<file path="config.mk">
export PLATFORM = sky130hd
export DESIGN_NAME = ble_crc_whitening_encoder
export DESIGN_NICKNAME = d
export VERILOG_FILES = /design/src/hdl/bcw_pkg.sv /design/src/hdl/bcw_queue.sv /design/src/hdl/bcw_front.sv /design/src/hdl/bcw_back.sv /design/src/hdl/ble_crc_whitening_encoder.sv
export SDC_FILE = /design/constraint.sdc
export NUM_CORES = 1
export LEC_CHECK = 0
export ABC_AREA = 1
export CORE_MARGIN = 2
export CORE_UTILIZATION = 60
export DETAILED_ROUTE_END_ITERATION = 10
export DONT_BUFFER_PORTS = 1
export GPL_TIMING_DRIVEN = 0
export PLACE_DENSITY = 0.75
export SKIP_CTS_REPAIR_TIMING = 1
export SYNTH_ARGS = -nofsm -noshare
export SYNTH_HDL_FRONTEND = slang
export SYNTH_SLANG_ARGS = --single-unit
</file>
<file path="constraint.sdc">
create_clock -name clk_i -period 6.95 [get_ports clk_i]
set_input_delay 1.39 -clock clk_i [delete_from_list [all_inputs] [get_ports clk_i]]
set_output_delay 1.39 -clock clk_i [all_outputs]
set_load 0.05 [all_outputs]
</file>
<file path="src/hdl/bcw_pkg.sv">
// Package for the BLE CRC-24 and whitening encoder: item types, constants and bit functions.
`default_nettype none

package bcw_pkg;

  // Fixed field widths
  localparam int unsigned CRC_W  = 24;
  localparam int unsigned CHAN_W = 6;
  localparam int unsigned WHT_W  = 7;
  localparam int unsigned BYTE_W = 8;

  // Configuration port
  localparam int unsigned CFG_IDX_W  = 2;
  localparam int unsigned CFG_DATA_W = CRC_W;
  localparam logic [CFG_IDX_W-1:0] REG_CRC_PRESET     = 2'd0;
  localparam logic [CFG_IDX_W-1:0] REG_CHANNEL_NUMBER = 2'd1;

  // Reset values and polynomials
  localparam logic [CRC_W-1:0]  CRC_POLY   = 24'h00065B;
  localparam logic [CRC_W-1:0]  CRC_RESET  = 24'h555555;
  localparam logic [CHAN_W-1:0] CHAN_RESET = 6'd37;
  localparam logic [WHT_W-1:0]  WHT_TAP    = 7'h10;

  // Queue between front and back
  localparam int unsigned MID_DEPTH = 4;
  localparam int unsigned MID_AW    = $clog2(MID_DEPTH);
  localparam int unsigned MID_CW    = $clog2(MID_DEPTH + 1);

  // Result queue in the back end
  localparam int unsigned OUT_DEPTH = 2;
  localparam int unsigned OUT_AW    = $clog2(OUT_DEPTH);
  localparam int unsigned OUT_CW    = $clog2(OUT_DEPTH + 1);

  typedef struct packed {
    logic [BYTE_W-1:0] data_byte;
    logic              first_byte;
    logic              last_byte;
  } in_item_t;

  typedef struct packed {
    logic [BYTE_W-1:0] out_byte;
    logic              is_crc;
    logic              end_of_packet;
  } out_item_t;

  // Classified item handed from front to back: CRC already folded in
  typedef struct packed {
    logic [BYTE_W-1:0] data_byte;
    logic              first_byte;
    logic              last_byte;
    logic [CRC_W-1:0]  crc;
  } mid_entry_t;

  typedef struct packed {
    logic empty;
    logic full;
  } mid_stat_t;

  typedef struct packed {
    logic [CRC_W-1:0]  crc_preset;
    logic [CHAN_W-1:0] channel_number;
  } cfg_t;

  typedef struct packed {
    logic [WHT_W-1:0]  state;
    logic [BYTE_W-1:0] key;
  } wht_res_t;

  function automatic logic [BYTE_W-1:0] rev8(input logic [BYTE_W-1:0] b);
    logic [BYTE_W-1:0] r;
    for (int i = 0; i < BYTE_W; i++) begin
      r[i] = b[BYTE_W-1-i];
    end
    return r;
  endfunction

  // Seed: bit 0 set, channel MSB in bit 1 down to channel LSB in bit 6
  function automatic logic [WHT_W-1:0] wht_seed(input logic [CHAN_W-1:0] ch);
    logic [WHT_W-1:0] s;
    s[0] = 1'b1;
    for (int i = 0; i < CHAN_W; i++) begin
      s[i+1] = ch[CHAN_W-1-i];
    end
    return s;
  endfunction

  // Eight CRC bit steps, LSB of the byte first
  function automatic logic [CRC_W-1:0] crc_byte(input logic [CRC_W-1:0] c,
                                                input logic [BYTE_W-1:0] b);
    logic [CRC_W-1:0] r;
    logic             fb;
    r = c;
    for (int j = 0; j < BYTE_W; j++) begin
      fb = r[CRC_W-1] ^ b[j];
      r  = {r[CRC_W-2:0], 1'b0};
      if (fb) begin
        r = r ^ CRC_POLY;
      end
    end
    return r;
  endfunction

  // Eight whitening steps: rotate left, fold new bit 0 into bit 4
  function automatic wht_res_t wht_byte(input logic [WHT_W-1:0] w);
    wht_res_t         res;
    logic [WHT_W-1:0] s;
    s = w;
    for (int j = 0; j < BYTE_W; j++) begin
      s = {s[WHT_W-2:0], s[WHT_W-1]};
      if (s[0]) begin
        s = s ^ WHT_TAP;
      end
      res.key[j] = s[0];
    end
    res.state = s;
    return res;
  endfunction

endpackage

`default_nettype wire

</file>
<file path="src/hdl/bcw_queue.sv">
// Short queue carrying classified items from the CRC front end to the whitening back end.
`default_nettype none

module bcw_queue (
  input  logic                clk_i,
  input  logic                rst_ni,
  input  logic                wr_i,
  input  bcw_pkg::mid_entry_t wr_data_i,
  input  logic                rd_i,
  output bcw_pkg::mid_entry_t rd_data_o,
  output bcw_pkg::mid_stat_t  stat_o
);

  bcw_pkg::mid_entry_t               mem_q [bcw_pkg::MID_DEPTH];
  logic [bcw_pkg::MID_AW-1:0]        wr_ptr_q, wr_ptr_d;
  logic [bcw_pkg::MID_AW-1:0]        rd_ptr_q, rd_ptr_d;
  logic [bcw_pkg::MID_CW-1:0]        cnt_q, cnt_d;
  logic                              do_wr, do_rd;

  assign stat_o.empty = (cnt_q == '0);
  assign stat_o.full  = (cnt_q == bcw_pkg::MID_CW'(bcw_pkg::MID_DEPTH));
  assign do_wr        = wr_i && !stat_o.full;
  assign do_rd        = rd_i && !stat_o.empty;
  assign rd_data_o    = mem_q[rd_ptr_q];

  // Pointer and fill count
  always_comb begin
    wr_ptr_d = wr_ptr_q;
    rd_ptr_d = rd_ptr_q;
    cnt_d    = cnt_q;
    if (do_wr) begin
      wr_ptr_d = wr_ptr_q + 1'b1;
    end
    if (do_rd) begin
      rd_ptr_d = rd_ptr_q + 1'b1;
    end
    if (do_wr && !do_rd) begin
      cnt_d = cnt_q + 1'b1;
    end else if (!do_wr && do_rd) begin
      cnt_d = cnt_q - 1'b1;
    end
  end

  always_ff @(posedge clk_i or negedge rst_ni) begin
    if (!rst_ni) begin
      wr_ptr_q <= '0;
      rd_ptr_q <= '0;
      cnt_q    <= '0;
    end else begin
      wr_ptr_q <= wr_ptr_d;
      rd_ptr_q <= rd_ptr_d;
      cnt_q    <= cnt_d;
    end
  end

  // Entry storage, no reset
  always_ff @(posedge clk_i) begin
    if (do_wr) begin
      mem_q[wr_ptr_q] <= wr_data_i;
    end
  end

endmodule

`default_nettype wire

</file>
<file path="src/hdl/bcw_front.sv">
// Front end: accepts PDU bytes and folds each into the running CRC-24.
`default_nettype none

module bcw_front (
  input  logic                                 clk_i,
  input  logic                                 rst_ni,
  input  logic                                 push_i,
  input  bcw_pkg::in_item_t                    in_item_i,
  input  logic [bcw_pkg::CRC_W-1:0]            crc_preset_i,
  input  bcw_pkg::mid_stat_t                   q_stat_i,
  output logic                                 q_wr_o,
  output bcw_pkg::mid_entry_t                  q_data_o
);

  logic [bcw_pkg::CRC_W-1:0] crc_q, crc_d;
  logic [bcw_pkg::CRC_W-1:0] crc_base;
  logic                      accept;

  assign accept = push_i && !q_stat_i.full;

  // CRC update; a first byte restarts from the preset
  always_comb begin
    crc_base = in_item_i.first_byte ? crc_preset_i : crc_q;
    crc_d    = crc_q;
    if (accept) begin
      crc_d = bcw_pkg::crc_byte(crc_base, in_item_i.data_byte);
    end
  end

  always_ff @(posedge clk_i or negedge rst_ni) begin
    if (!rst_ni) begin
      crc_q <= bcw_pkg::CRC_RESET;
    end else begin
      crc_q <= crc_d;
    end
  end

  // Item with its post-byte CRC into the queue
  assign q_wr_o              = accept;
  assign q_data_o.data_byte  = in_item_i.data_byte;
  assign q_data_o.first_byte = in_item_i.first_byte;
  assign q_data_o.last_byte  = in_item_i.last_byte;
  assign q_data_o.crc        = bcw_pkg::crc_byte(crc_base, in_item_i.data_byte);

endmodule

`default_nettype wire

</file>
<file path="src/hdl/bcw_back.sv">
// Back end: whitens PDU bytes, appends the three CRC bytes and queues the results.
`default_nettype none

module bcw_back (
  input  logic                         clk_i,
  input  logic                         rst_ni,
  input  bcw_pkg::mid_entry_t          head_i,
  input  bcw_pkg::mid_stat_t           q_stat_i,
  input  logic [bcw_pkg::CHAN_W-1:0]   channel_number_i,
  output logic                         q_rd_o,
  output logic                         empty_o,
  input  logic                         pop_i,
  output bcw_pkg::out_item_t           out_item_o
);

  // Byte phase of the head item
  localparam logic [1:0] PH_PDU  = 2'd0;
  localparam logic [1:0] PH_CRC0 = 2'd1;
  localparam logic [1:0] PH_CRC1 = 2'd2;
  localparam logic [1:0] PH_CRC2 = 2'd3;

  logic [1:0]                  phase_q, phase_d;
  logic [bcw_pkg::WHT_W-1:0]   wht_q, wht_d;
  logic [bcw_pkg::WHT_W-1:0]   wht_base;
  logic [bcw_pkg::BYTE_W-1:0]  src_byte;
  bcw_pkg::wht_res_t           wres;
  bcw_pkg::out_item_t          res;
  logic                        space, work, pop_acc;

  bcw_pkg::out_item_t          omem_q [bcw_pkg::OUT_DEPTH];
  logic [bcw_pkg::OUT_AW-1:0]  owr_ptr_q, ord_ptr_q;
  logic [bcw_pkg::OUT_CW-1:0]  ocnt_q, ocnt_d;

  assign empty_o    = (ocnt_q == '0);
  assign pop_acc    = pop_i && !empty_o;
  assign space      = (ocnt_q != bcw_pkg::OUT_CW'(bcw_pkg::OUT_DEPTH)) || pop_acc;
  assign work       = !q_stat_i.empty && space;
  assign out_item_o = omem_q[ord_ptr_q];

  // Byte selection and whitening
  always_comb begin
    wht_base          = (phase_q == PH_PDU && head_i.first_byte) ?
                        bcw_pkg::wht_seed(channel_number_i) : wht_q;
    src_byte          = head_i.data_byte;
    res.is_crc        = 1'b0;
    res.end_of_packet = 1'b0;
    phase_d           = phase_q;
    q_rd_o            = 1'b0;
    unique case (phase_q)
      PH_PDU: begin
        src_byte = head_i.data_byte;
        if (work) begin
          phase_d = head_i.last_byte ? PH_CRC0 : PH_PDU;
          q_rd_o  = !head_i.last_byte;
        end
      end
      PH_CRC0: begin
        src_byte   = bcw_pkg::rev8(head_i.crc[23:16]);
        res.is_crc = 1'b1;
        if (work) begin
          phase_d = PH_CRC1;
        end
      end
      PH_CRC1: begin
        src_byte   = bcw_pkg::rev8(head_i.crc[15:8]);
        res.is_crc = 1'b1;
        if (work) begin
          phase_d = PH_CRC2;
        end
      end
      PH_CRC2: begin
        src_byte          = bcw_pkg::rev8(head_i.crc[7:0]);
        res.is_crc        = 1'b1;
        res.end_of_packet = 1'b1;
        if (work) begin
          phase_d = PH_PDU;
          q_rd_o  = 1'b1;
        end
      end
      default: begin
        phase_d = PH_PDU;
      end
    endcase
    wres         = bcw_pkg::wht_byte(wht_base);
    res.out_byte = src_byte ^ wres.key;
    wht_d        = work ? wres.state : wht_q;
  end

  // Result queue fill count
  always_comb begin
    ocnt_d = ocnt_q;
    if (work && !pop_acc) begin
      ocnt_d = ocnt_q + 1'b1;
    end else if (!work && pop_acc) begin
      ocnt_d = ocnt_q - 1'b1;
    end
  end

  always_ff @(posedge clk_i or negedge rst_ni) begin
    if (!rst_ni) begin
      phase_q   <= PH_PDU;
      wht_q     <= bcw_pkg::wht_seed(bcw_pkg::CHAN_RESET);
      owr_ptr_q <= '0;
      ord_ptr_q <= '0;
      ocnt_q    <= '0;
    end else begin
      phase_q <= phase_d;
      wht_q   <= wht_d;
      ocnt_q  <= ocnt_d;
      if (work) begin
        owr_ptr_q <= owr_ptr_q + 1'b1;
      end
      if (pop_acc) begin
        ord_ptr_q <= ord_ptr_q + 1'b1;
      end
    end
  end

  // Result storage, no reset
  always_ff @(posedge clk_i) begin
    if (work) begin
      omem_q[owr_ptr_q] <= res;
    end
  end

endmodule

`default_nettype wire

</file>
<file path="src/hdl/ble_crc_whitening_encoder.sv">
// Top level of the BLE CRC-24 and data whitening encoder.
//
// Input side is a queue: drive in_item_i and raise push; the byte is taken
// at a clock edge where full is low. Mark the first PDU byte with first_byte
// (reloads CRC from crc_preset and whitening from channel_number) and the
// final one with last_byte. Results come out of a queue: while empty is low
// out_item_o holds the oldest result; raise pop to take it.
// Each PDU byte gives one whitened byte; a last byte gives three more, the
// CRC bits 23 down to 0 in transmit order, flagged is_crc, the third with
// end_of_packet.
// Path: a byte taken by an idle block is written to the middle queue, then to
// the result queue, and then shows on the result ports. Throughput: one byte
// per cycle while neither queue backs up, set by the 8-bit-wide CRC and
// whitening steps; a last byte holds the whitening back end while its CRC bytes
// leave, and the four-entry queue in between keeps taking bytes meanwhile.
// Configuration: cfg_valid_i with cfg_index_i (0 crc_preset, 1 channel_number)
// and cfg_data_i; cfg_ready_o is always high. Write only while idle.
// Reset clears both queues and restores the preset 0x555555 and channel 37.
// A stalled receiver fills the result queue and then the middle queue, after
// which full rises; nothing is dropped.
`default_nettype none

module ble_crc_whitening_encoder (
  input  logic                                 clk_i,
  input  logic                                 rst_ni,
  input  logic                                 push,
  output logic                                 full,
  input  bcw_pkg::in_item_t                    in_item_i,
  output logic                                 empty,
  input  logic                                 pop,
  output bcw_pkg::out_item_t                   out_item_o,
  input  logic                                 cfg_valid_i,
  output logic                                 cfg_ready_o,
  input  logic [bcw_pkg::CFG_IDX_W-1:0]        cfg_index_i,
  input  logic [bcw_pkg::CFG_DATA_W-1:0]       cfg_data_i
);

  bcw_pkg::cfg_t       cfg_q;
  bcw_pkg::mid_stat_t  q_stat;
  bcw_pkg::mid_entry_t q_wr_data, q_head;
  logic                q_wr, q_rd;

  // Configuration registers
  assign cfg_ready_o = 1'b1;

  always_ff @(posedge clk_i or negedge rst_ni) begin
    if (!rst_ni) begin
      cfg_q.crc_preset     <= bcw_pkg::CRC_RESET;
      cfg_q.channel_number <= bcw_pkg::CHAN_RESET;
    end else if (cfg_valid_i && cfg_ready_o) begin
      unique case (cfg_index_i)
        bcw_pkg::REG_CRC_PRESET: begin
          cfg_q.crc_preset <= cfg_data_i[bcw_pkg::CRC_W-1:0];
        end
        bcw_pkg::REG_CHANNEL_NUMBER: begin
          cfg_q.channel_number <= cfg_data_i[bcw_pkg::CHAN_W-1:0];
        end
        default: begin
        end
      endcase
    end
  end

  assign full = q_stat.full;

  bcw_front u_front (
    .clk_i        (clk_i),
    .rst_ni       (rst_ni),
    .push_i       (push),
    .in_item_i    (in_item_i),
    .crc_preset_i (cfg_q.crc_preset),
    .q_stat_i     (q_stat),
    .q_wr_o       (q_wr),
    .q_data_o     (q_wr_data)
  );

  bcw_queue u_queue (
    .clk_i     (clk_i),
    .rst_ni    (rst_ni),
    .wr_i      (q_wr),
    .wr_data_i (q_wr_data),
    .rd_i      (q_rd),
    .rd_data_o (q_head),
    .stat_o    (q_stat)
  );

  bcw_back u_back (
    .clk_i            (clk_i),
    .rst_ni           (rst_ni),
    .head_i           (q_head),
    .q_stat_i         (q_stat),
    .channel_number_i (cfg_q.channel_number),
    .q_rd_o           (q_rd),
    .empty_o          (empty),
    .pop_i            (pop),
    .out_item_o       (out_item_o)
  );

endmodule

`default_nettype wire

</file>
==> Word level (Yosys, flattened, before mapping) <==
Memories as Yosys holds them, arrays and structs flattened.
Index checks and enable logic that the tools add are counted.
Widths: inputs -> output; s select.
{ "totals": {"mem_bits_rw": 156, "register_bits": 74, "wordCells": 150, "output_inout_bits": 13, "mem_count": 2} }
{ "mem_list": {"columns": ["memory", "depth", "width", "read_ports", "rd_clocked_by_memory_dff", "write_ports", "line", "source"], "rows": [
  ["u_queue.mem_q", 4, 34, 1, 0, 1, "bcw_queue.sv:14", "bcw_pkg::mid_entry_t mem_q [bcw_pkg::MID_DEPTH];"],
  ["u_back.omem_q", 2, 10, 1, 0, 1, "bcw_back.sv:30", "bcw_pkg::out_item_t omem_q [bcw_pkg::OUT_DEPTH];"]
]} }
{ "classes": {"n_eq_ne": 10, "n_mux": 51, "n_reduce_logical": 29, "bitwise_logic": 39, "n_addsub": 8} }
{ "op_table": {"columns": ["cell", "count"], "rows": [
  ["$mux 24", 8],
  ["$mux 11", 15],
  ["$not 7->7", 15],
  ["$mux 5", 8],
  ["$pmux 8 s4", 1],
  ["$xor 1x1->1", 15],
  ["$mux 2", 6],
  ["$logic_and 1x1->1", 10],
  ["$logic_not 1->1", 8],
  ["$mux 1", 8],
  ["$ne 2x1->1 const B", 4],
  ["$not 1->1", 8],
  ["$pmux 2 s4", 1],
  ["$xor 8x8->8", 1],
  ["$mux 7", 1],
  ["$add 2x1->2 const B", 3],
  ["$logic_not 2->1", 3],
  ["$mux 3", 2],
  ["$eq 2x1->1 const B", 2],
  ["$eq 2x2->1 const B", 2],
  ["$reduce_and 2->1", 2],
  ["$reduce_and 4->1", 1],
  ["$reduce_bool 2->1", 2],
  ["$add 3x1->3 const B", 1],
  ["other kinds (9)", 10]
]} }

==> Depth between registers and ports, before layout <==
Gate-level depths: netlist (run 1).
{ "logic_depth": {"word_depth": 24, "mapped_depth": 16, "mapped_depth_nobuf": 15} }

==> Modules after synthesis <==
A second synthesis (run 1) with hierarchy kept.
{ "hier_totals": {"hier_cells": 1157, "hier_area_um2": 11205.7} }
{ "modules_own_cells": {"columns": ["module", "cells_per_inst", "n_inst", "area_per_inst_um2"], "rows": [
  ["bcw_queue", 458, 1, 5888.1],
  ["bcw_front", 332, 1, 2062.0],
  ["bcw_back", 233, 1, 1988.2],
  ["ble_crc_whitening_encoder", 134, 1, 1267.5]
]} }

==> Worst setup path after synthesis (run 1) <==
OpenSTA, ideal clock, no wires.
{ "synth_timing": {"path_kind": "input to register", "from": "input push", "to": "memory u_queue.mem_q[0][0] in the netlist's numbering, enable pin", "slack_ns": 3.079, "n_path_buf": 1, "t_arrival_ns": 3.446, "t_required_ns": 6.525, "stages": 5, "cell_sequence": "inv_1 nor2_1 clkinv_1 clkbuf_1 nor2_1"} }
{ "synth_between": {"elab_chain_len": 4} }
{ "synth_lines": {"columns": ["item", "line", "source"], "rows": [
  ["start: declaration", "ble_crc_whitening_encoder.sv:26", "input logic push,"],
  ["$logic_and 1x1->1", "bcw_front.sv:19", "assign accept = push_i && !q_stat_i.full;"],
  ["$logic_and 1x1->1", "bcw_queue.sv:22", "assign do_wr = wr_i && !stat_o.full;"],
  ["$mux 1", "bcw_queue.sv:58", "if (do_wr) begin"],
  ["$mux 1 (implied by the code)", "bcw_queue.sv:59", "mem_q[wr_ptr_q] <= wr_data_i;"],
  ["end: declaration", "bcw_queue.sv:14", null]
]} }
Every way passes these cells.

==> Final worst setup path (run 1) <==
{ "layout_timing": {"from": "input push", "to": "register u_queue.cnt_q[2] in the netlist's numbering"} }
{ "layout_between": {"elab_chain_len": 5, "elab_cells_between_ends": 7, "classes_between": "mux: 1; reduce/logical: 6"} }
{ "layout_lines": {"columns": ["item", "line", "source"], "rows": [
  ["$logic_and 1x1->1 (*)", "bcw_front.sv:19", null],
  ["named net q_wr", "ble_crc_whitening_encoder.sv:41", "logic q_wr, q_rd;"],
  ["$logic_and 1x1->1 (*)", "bcw_queue.sv:22", null],
  ["$logic_not 1->1", "bcw_queue.sv:39", "end else if (!do_wr && do_rd) begin"],
  ["$logic_and 1x1->1", "bcw_queue.sv:39", null],
  ["$reduce_bool 2->1 (no source line)", null, null],
  ["end signal: assignment", "bcw_queue.sv:52", "cnt_q <= cnt_d;"],
  ["end: declaration", "bcw_queue.sv:17", "logic [bcw_pkg::MID_CW-1:0] cnt_q, cnt_d;"]
]} }
Mark *: on every way through the listed nets, which the timed path passes. The rest lies on a longest branch.
A chain may end at the register's enable or synchronous reset.

==> results of run 1 <==
==> power breakdown <==
part           leakage [uW]  internal [uW]  switching (uW)
clock              0.000373            726             493
sequential          0.00228           2180             148
combinational       0.00192            728            1850
total               0.00457           3630            2490
==> cell usage in the layout, fill, tap and decap left out, types with 16 or more instances in the layout <==
cell         n
mux2_2      23
dfstp_2     31
o22ai_1     17
clkbuf_1    33
a21oi_1     27
inv_1       55
nand2_1    230
dfrtp_1     43
o21ai_0     75
xor2_1      22
edfxtp_1   156
clkbuf_16   24
nand3_1     51
nor2_1      51
xnor2_1     16
==> metal layers <==
metal | up-vias | share of wire (%) | track usage [%]
met5 | - | 0 | 0
met4 | 0 | 2.9 | 10.1
met3 | 44 | 8.0 | 5.01
met2 | 285 | 49 | 42.6
met1 | 3253 | 40 | 35.9
li1 | 3256 | - | -
==> worst min-delay path, stage by stage (launching register included) <==
cell and delay [ns]:
dfstp_2 0.37, nand2_1 0.05, nand2_1 0.05
==> kinds of logic after synthesis <==
logic type	after synthesis	share of synthesized area, %
simple gates	366	14.7
flops	230	63.1
compound gates	148	8.23
buf+inv	107	4.36
xor+xnor	47	4.82
mux	30	3.16
fa+ha+maj	12	1.51
other cells	1	0.0360
==> through the flow <==
stage | utilization [%] | setup slack, ns | instance area (sq um) | total power [uW] | hold slack [ns]
floorplan | - | 3.08 | 10400 | 4140 | 0.445
global placement | 62.5 | 1.73 | 10700 | 4790 | 0.459
detailed placement | 63.2 | 3.25 | 10800 | 4880 | 0.464
CTS | 67.6 | 3.71 | 11600 | 6110 | 0.475
global route | 67.6 | 3.58 | 11600 | 6470 | 0.486
finish | 67.6 | 3.73 | 11600 | 6120 | 0.473
==> state kept, by name, summed over array words and instances (netlist names) <==
| signal | flops |
|---|---|
| u_queue.mem_q | 136 |
| cfg_q | 30 |
| u_front.crc_q | 24 |
| u_back.omem_q | 20 |
| u_back.wht_q | 7 |
| u_queue.cnt_q | 3 |
| u_back.ocnt_q | 2 |
| u_back.phase_q | 2 |
| u_queue.rd_ptr_q | 2 |
| u_queue.wr_ptr_q | 2 |
| u_back.ord_ptr_q | 1 |
| u_back.owr_ptr_q | 1 |
==> final timing paths <==
path / from / cells after the start / slack (ns) / endpoint
hold reg to reg: u_front.crc_q[8]$_DFFE_PN1P_ / 2 / 0.47 / u_front.crc_q[8]$_DFFE_PN1P_
hold / removal: u_front.crc_q[8]$_DFFE_PN1P_ / 2 / 0.47 / u_front.crc_q[8]$_DFFE_PN1P_
min in group asynchronous: rst_ni / 0 / 0.58 / u_back.ord_ptr_q$_DFFE_PN0N_
setup / recovery: push / 10 / 3.73 / u_queue.cnt_q[2]$_DFFE_PN0P_
setup reg to reg: u_queue.cnt_q[0]$_DFFE_PN0P_ / 8 / 3.79 / u_queue.cnt_q[1]$_DFFE_PN0P_
max in group asynchronous: rst_ni / 0 / 6.13 / u_front.crc_q[14]$_DFFE_PN1P_
==> final cells by class <==
type	instances	area, sq um	share of cell area (%)
Buffer	44	218	1.88
Clock buffer	35	692	5.98
Clock inverter	7	70.1	0.605
Inverter	63	236	2.04
Multi-Input combinational cell	604	3420	29.5
Sequential cell	230	6580	56.8
Tap cell	225	282	2.43
Timing Repair Buffer	4	80.1	0.692
==> Yosys cell counts, drive strengths merged <==
| cell | number |
|---|---|
| a31oi | 1 |
| mux2i | 7 |
| o21bai | 1 |
| fa | 1 |
| conb | 1 |
| xor2 | 29 |
| clkbuf | 27 |
| mux2 | 23 |
| o22ai | 17 |
| edfxtp | 156 |
| nand2 | 244 |
| a22oi | 2 |
| nand3b | 7 |
| dfstp | 31 |
| o21ai | 93 |
| inv | 61 |
| nor2 | 58 |
| and2 | 3 |
| xnor2 | 18 |
| nand3 | 51 |
| ha | 11 |
| dfrtp | 43 |
| buf | 17 |
| nand4 | 2 |
| clkinv | 2 |
| a21oi | 27 |
| o41ai | 1 |
| a221oi | 6 |
| nor3 | 1 |
==> out/results.ini, run 1 <==
[yosys]
synth-seq-cells = 230
syn_area_per_cell_sq_um = 11.1
syn_area_sq_um = 10400
yosysWarnings = 0
synth_cells = 941
synth.net_count = 994
yosysSeqAreaShare_pct = 63.1
synth_top_area_share_pct = 45.0
synth.distinct_cells = 44
synth_area_leaders = edfxtp_1 45%, dfrtp_1 10%, nand2_1 8.3%
synth_top_area_cell = edfxtp_1

[cts]
cts_tree = built
cts_sinks = 230
h-tree-depth = 1
clkTransAtPathRegs_ns = 0.06
clk_latency_ns = 0.51
cts_made_buffers = 23
cts_root_buf = clkbuf_16
clock_path_buffers = 3

[drt]
drtIter0Drc = 648
num_vias = 6838
vias_per_cell = 5.64
drc = 0
ant_nets = 0
wl_per_cell_microns = 19.4
drt_first_pass_iters = 5
routed_wl_microns = 23500

[global_routing]
grt_pass1_wl_microns = 36000
antenna_found_initial = 0
grt_max_degree = 75
grt_pass1_vias = 6519
grt_overflow = 0
grt_usage_pct = 26.4

[sta]
fmax_ghz = 0.311
worstMarginPinSlew_ns = 0.927
finalMaxSlewViolations = 0
post-route-min-period_ns = 3.22
hold_violations = 0
skew_ns = 0.0178
relSlewSlack_pct = 38.0
setup_viol = 0
period_share_pct = 46.3
tns_ns = 0
rsz0062_at_grt = false

[die]
pin_count = 54
die_h_microns = 136
core_area_sq_um = 17100
die_area_sq_um = 18400
floorplan.initialDensity_pct = 60.8
rows = 48
die_x_microns = 136

[setup_path]
crit_type = in -> reg
cp.arrival_ns = 3.60
cp_max_fo = 10
cp_common_cell = inv_1
path_delay_family = buffers and inverters
critPathLaunchType = input pin
cp-end-kind = register
critPathBufInv = 4
crit_required_ns = 7.33
cp_cell_sequence = inv_1, nor2_1, buf_2, buf_1, ha_1, inv_1, fa_1, a21oi_1, o21ai_0, xor2_1
slowest_delay_ns = 0.51
crit_slowest_cell = buf_1

[layout]
fillers = 1221
syn2layout_area_growth_pct = 11.1
drive_gt1_share_pct = 15.7
fin_nets = 1023
final_cells = 1212
antenna_cells = 0

[placement]
dpl.hpwl_microns = 16200
placedCellCount = 1170
place.gp.congestion = 0.943
numPortBuffers = 0

[run]
maxCapViolCount = 0

[status]
outcome = completed

[worst_hold_path]
hp-class = reg -> reg

[power_and_ir_drop]
powerDensity_nw_per_um2 = 529
p_leak_uw = 0.00457
vdd_drop_max_mv = 0.249

Note: power is estimated with default switching activity, not from simulation.
==> inputs of run 2 (changes only) <==
--- a/config.mk
+++ b/config.mk
@@ -7,11 +7,11 @@
 export LEC_CHECK = 0
 export ABC_AREA = 1
 export CORE_MARGIN = 2
-export CORE_UTILIZATION = 60
+export CORE_UTILIZATION = 57
 export DETAILED_ROUTE_END_ITERATION = 10
 export DONT_BUFFER_PORTS = 1
 export GPL_TIMING_DRIVEN = 0
-export PLACE_DENSITY = 0.75
+export PLACE_DENSITY = 0.74
 export SKIP_CTS_REPAIR_TIMING = 1
 export SYNTH_ARGS = -nofsm -noshare
 export SYNTH_HDL_FRONTEND = slang
==> constraint.sdc (replaced) <==
create_clock -name clk_i -period 2.83 [get_ports clk_i]
set_input_delay 0.566 -clock clk_i [delete_from_list [all_inputs] [get_ports clk_i]]
set_output_delay 0.566 -clock clk_i [all_outputs]
set_load 0.05 [all_outputs]
==> out/results.ini, run 2 (same netlist as run 1, synthesis figures left out) <==
[layout]
final_cells = 1215  ; +0.25%
fin_nets = 1022  ; -0.098%
largest_reg_flops = 136  ; unchanged
ff_latch_area_sq_um = 6580  ; unchanged
drive_gt1_share_pct = 15.8  ; +0.12 points
fillers = 1366  ; +12%
final_core_util_pct = 64.5  ; -3.1 points
most-common-layout-cells = 229 x nand2_1, 156 x edfxtp_1, 74 x o21ai_0
final_common_cell = nand2_1
multi_input_area_sq_um = 3430  ; +0.44%
largestRegisters = u_queue.mem_q: 136 flops, cfg_q: 30 flops, u_front.crc_q: 24 flops
largest_register = u_queue.mem_q
antenna_cells = 0  ; unchanged
syn2layout_area_growth_pct = 11.3

[cts]
h-tree-depth = 1  ; unchanged
cts_tree = built
clock_path_buffers = 3  ; unchanged
cts_made_buffers = 23  ; unchanged
cts_root_buf = clkbuf_16
clkTransAtPathRegs_ns = 0.06  ; about the same
clk_latency_ns = 0.52  ; about the same
cts_sinks = 230  ; unchanged

[worst_hold_path]
holdCritStartpoint = in_item_i[0]
min_to = u_queue.mem_q[0][24]$_DFFE_PP_
worstHoldPathCells = 0  ; -2
hp-class = in -> reg

[sta]
fmax_ghz = 0.373
period_share_pct = 94.6
skew_ns = 0.0185  ; +0.000685 ns
hold_ws_ns = 0.148  ; -0.325 ns
worstMarginPinSlew_ns = 0.871  ; -0.0556 ns
post-route-min-period_ns = 2.68
relSlewSlack_pct = 41.7  ; +3.7 points
hold_violations = 0  ; unchanged
setup_viol = 0  ; unchanged
finalMaxSlewViolations = 0  ; unchanged

[global_routing]
grt_usage_pct = 24.8  ; -1.6 points
grt_overflow = 0  ; unchanged
grt_max_degree = 75  ; unchanged
antenna_found_initial = 0  ; unchanged
grt_pass1_vias = 6742  ; +3.4%
grt_pass1_wl_microns = 37200  ; +3.2%

[die]
core_area_sq_um = 18000  ; +4.9%
die_area_sq_um = 19400  ; +5.1%
die_x_microns = 139  ; +2.5%
floorplan.initialDensity_pct = 58.0  ; -2.9 points
rows = 49  ; +2.1%
die_h_microns = 139  ; +2.5%
pin_count = 54  ; unchanged

[drt]
vias_per_cell = 5.75  ; +1.9%
wl_per_cell_microns = 19.6  ; +1.3%
routed_wl_microns = 23800  ; +1.5%
num_vias = 6984  ; +2.1%
drc = 0  ; unchanged
ant_nets = 0  ; unchanged
drtIter0Drc = 668  ; +3.1%
drt_first_pass_iters = 5  ; unchanged

[status]
outcome = completed

[run]
maxCapViolCount = 0  ; unchanged

[placement]
dpl.hpwl_microns = 16400  ; +0.98%
place.gp.congestion = 0.907  ; -3.9%
numPortBuffers = 0  ; unchanged
placedCellCount = 1174  ; +0.34%

[setup_path]
startpoint = u_queue.rd_ptr_q[0]$_DFFE_PN0P_
ff2ff_path_depth = 12  ; +4
cp.arrival_ns = 3.05  ; -0.55 ns
cp_max_fo = 10  ; unchanged
rr_endpoint = u_queue.cnt_q[2]$_DFFE_PN0P_
crit_type = reg -> reg
reg2reg_from = u_queue.rd_ptr_q[0]$_DFFE_PN0P_
crit_required_ns = 3.20  ; -4.13 ns
critPathLaunchType = register
r2r_setup_slack_ns = 0.15  ; -3.64 ns
cp-end-kind = register

[power_and_ir_drop]
powerDensity_nw_per_um2 = 1290  ; +140%
p_leak_uw = 0.00457  ; about the same
vdd_drop_max_mv = 0.768  ; +210%

==> run 2: changes by cell type in the layout (fill, tap and decap cells not counted), sizes merged <==
cell,change
buf,-2
bufinv,+1
clkbuf,-10
clkinv,+8
clkinvlp,+2
dlygate4sd3,+1
inv,-1
==> run 2: where the power goes <==
group          switching (uW)  leakage [uW]  internal, uW
clock network            1230      0.000355          1690
logic                    4550       0.00194          1800
registers                 377       0.00228          5360
total                    6160       0.00457          8850
==> run 2: worst max-delay path by stage <==
stage | cells after the start | endpoint | slack [ns]
after floorplan | 6 | u_queue.mem_q[0][0]$_DFFE_PP_ | -0.23
after global placement | 5 | u_queue.mem_q[0][33]$_DFFE_PP_ | -1.64
after detailed placement | 8 | u_queue.cnt_q[1]$_DFFE_PN0P_ | -0.27
after CTS | 8 | u_queue.cnt_q[1]$_DFFE_PN0P_ | -0.30
after global routing | 12 | u_queue.cnt_q[2]$_DFFE_PN0P_ | -0.04
final | 12 | u_queue.cnt_q[2]$_DFFE_PN0P_ | 0.15
==> run 2: area by class of cell <==
type,count,area share [%]
Buffer,41,1.79
Clock buffer,25,5.12
Clock inverter,17,1.17
Inverter,63,2.08
Multi-Input combinational cell,604,29.6
Sequential cell,230,56.7
Tap cell,229,2.47
Timing Repair Buffer,6,1.01
==> run 2: worst max-delay path: stages, from the launching register on <==
cell and delay, ns:
dfrtp_1 0.32, buf_4 0.16, clkbuf_4 0.22, o21ai_0 0.13, o22ai_2 0.29, o21bai_1 0.12, nand2_1 0.17, ha_1 0.18
inv_1 0.07, fa_1 0.43, a21oi_1 0.14, o21ai_0 0.13, xor2_1 0.16
==> run 2: per-stage QoR <==
| stage | power [uW] | TNS, ns | setup slack, ns | area [sq um] |
|---|---|---|---|---|
| 2_1_floorplan | 10200 | -30.97 | -0.228 | 10400 |
| 3_3_place_gp | 11800 | -217.26 | -1.64 | 10700 |
| 3_5_place_dp | 12000 | -12.61 | -0.267 | 10800 |
| 4_1_cts | 14900 | -12.29 | -0.298 | 11500 |
| 5_1_grt | 15900 | -0.0358 | -0.0358 | 11600 |
| 6_report | 15000 | 0 | 0.152 | 11600 |
==> run 2: metal layers <==
layer | up-vias | part of all wire [%] | global-route usage (%)
met5 | - | 0 | 0
met4 | 0 | 2.8 | 9.14
met3 | 44 | 9.8 | 4.07
met2 | 315 | 47 | 39.6
met1 | 3368 | 41 | 34.9
li1 | 3257 | - | -
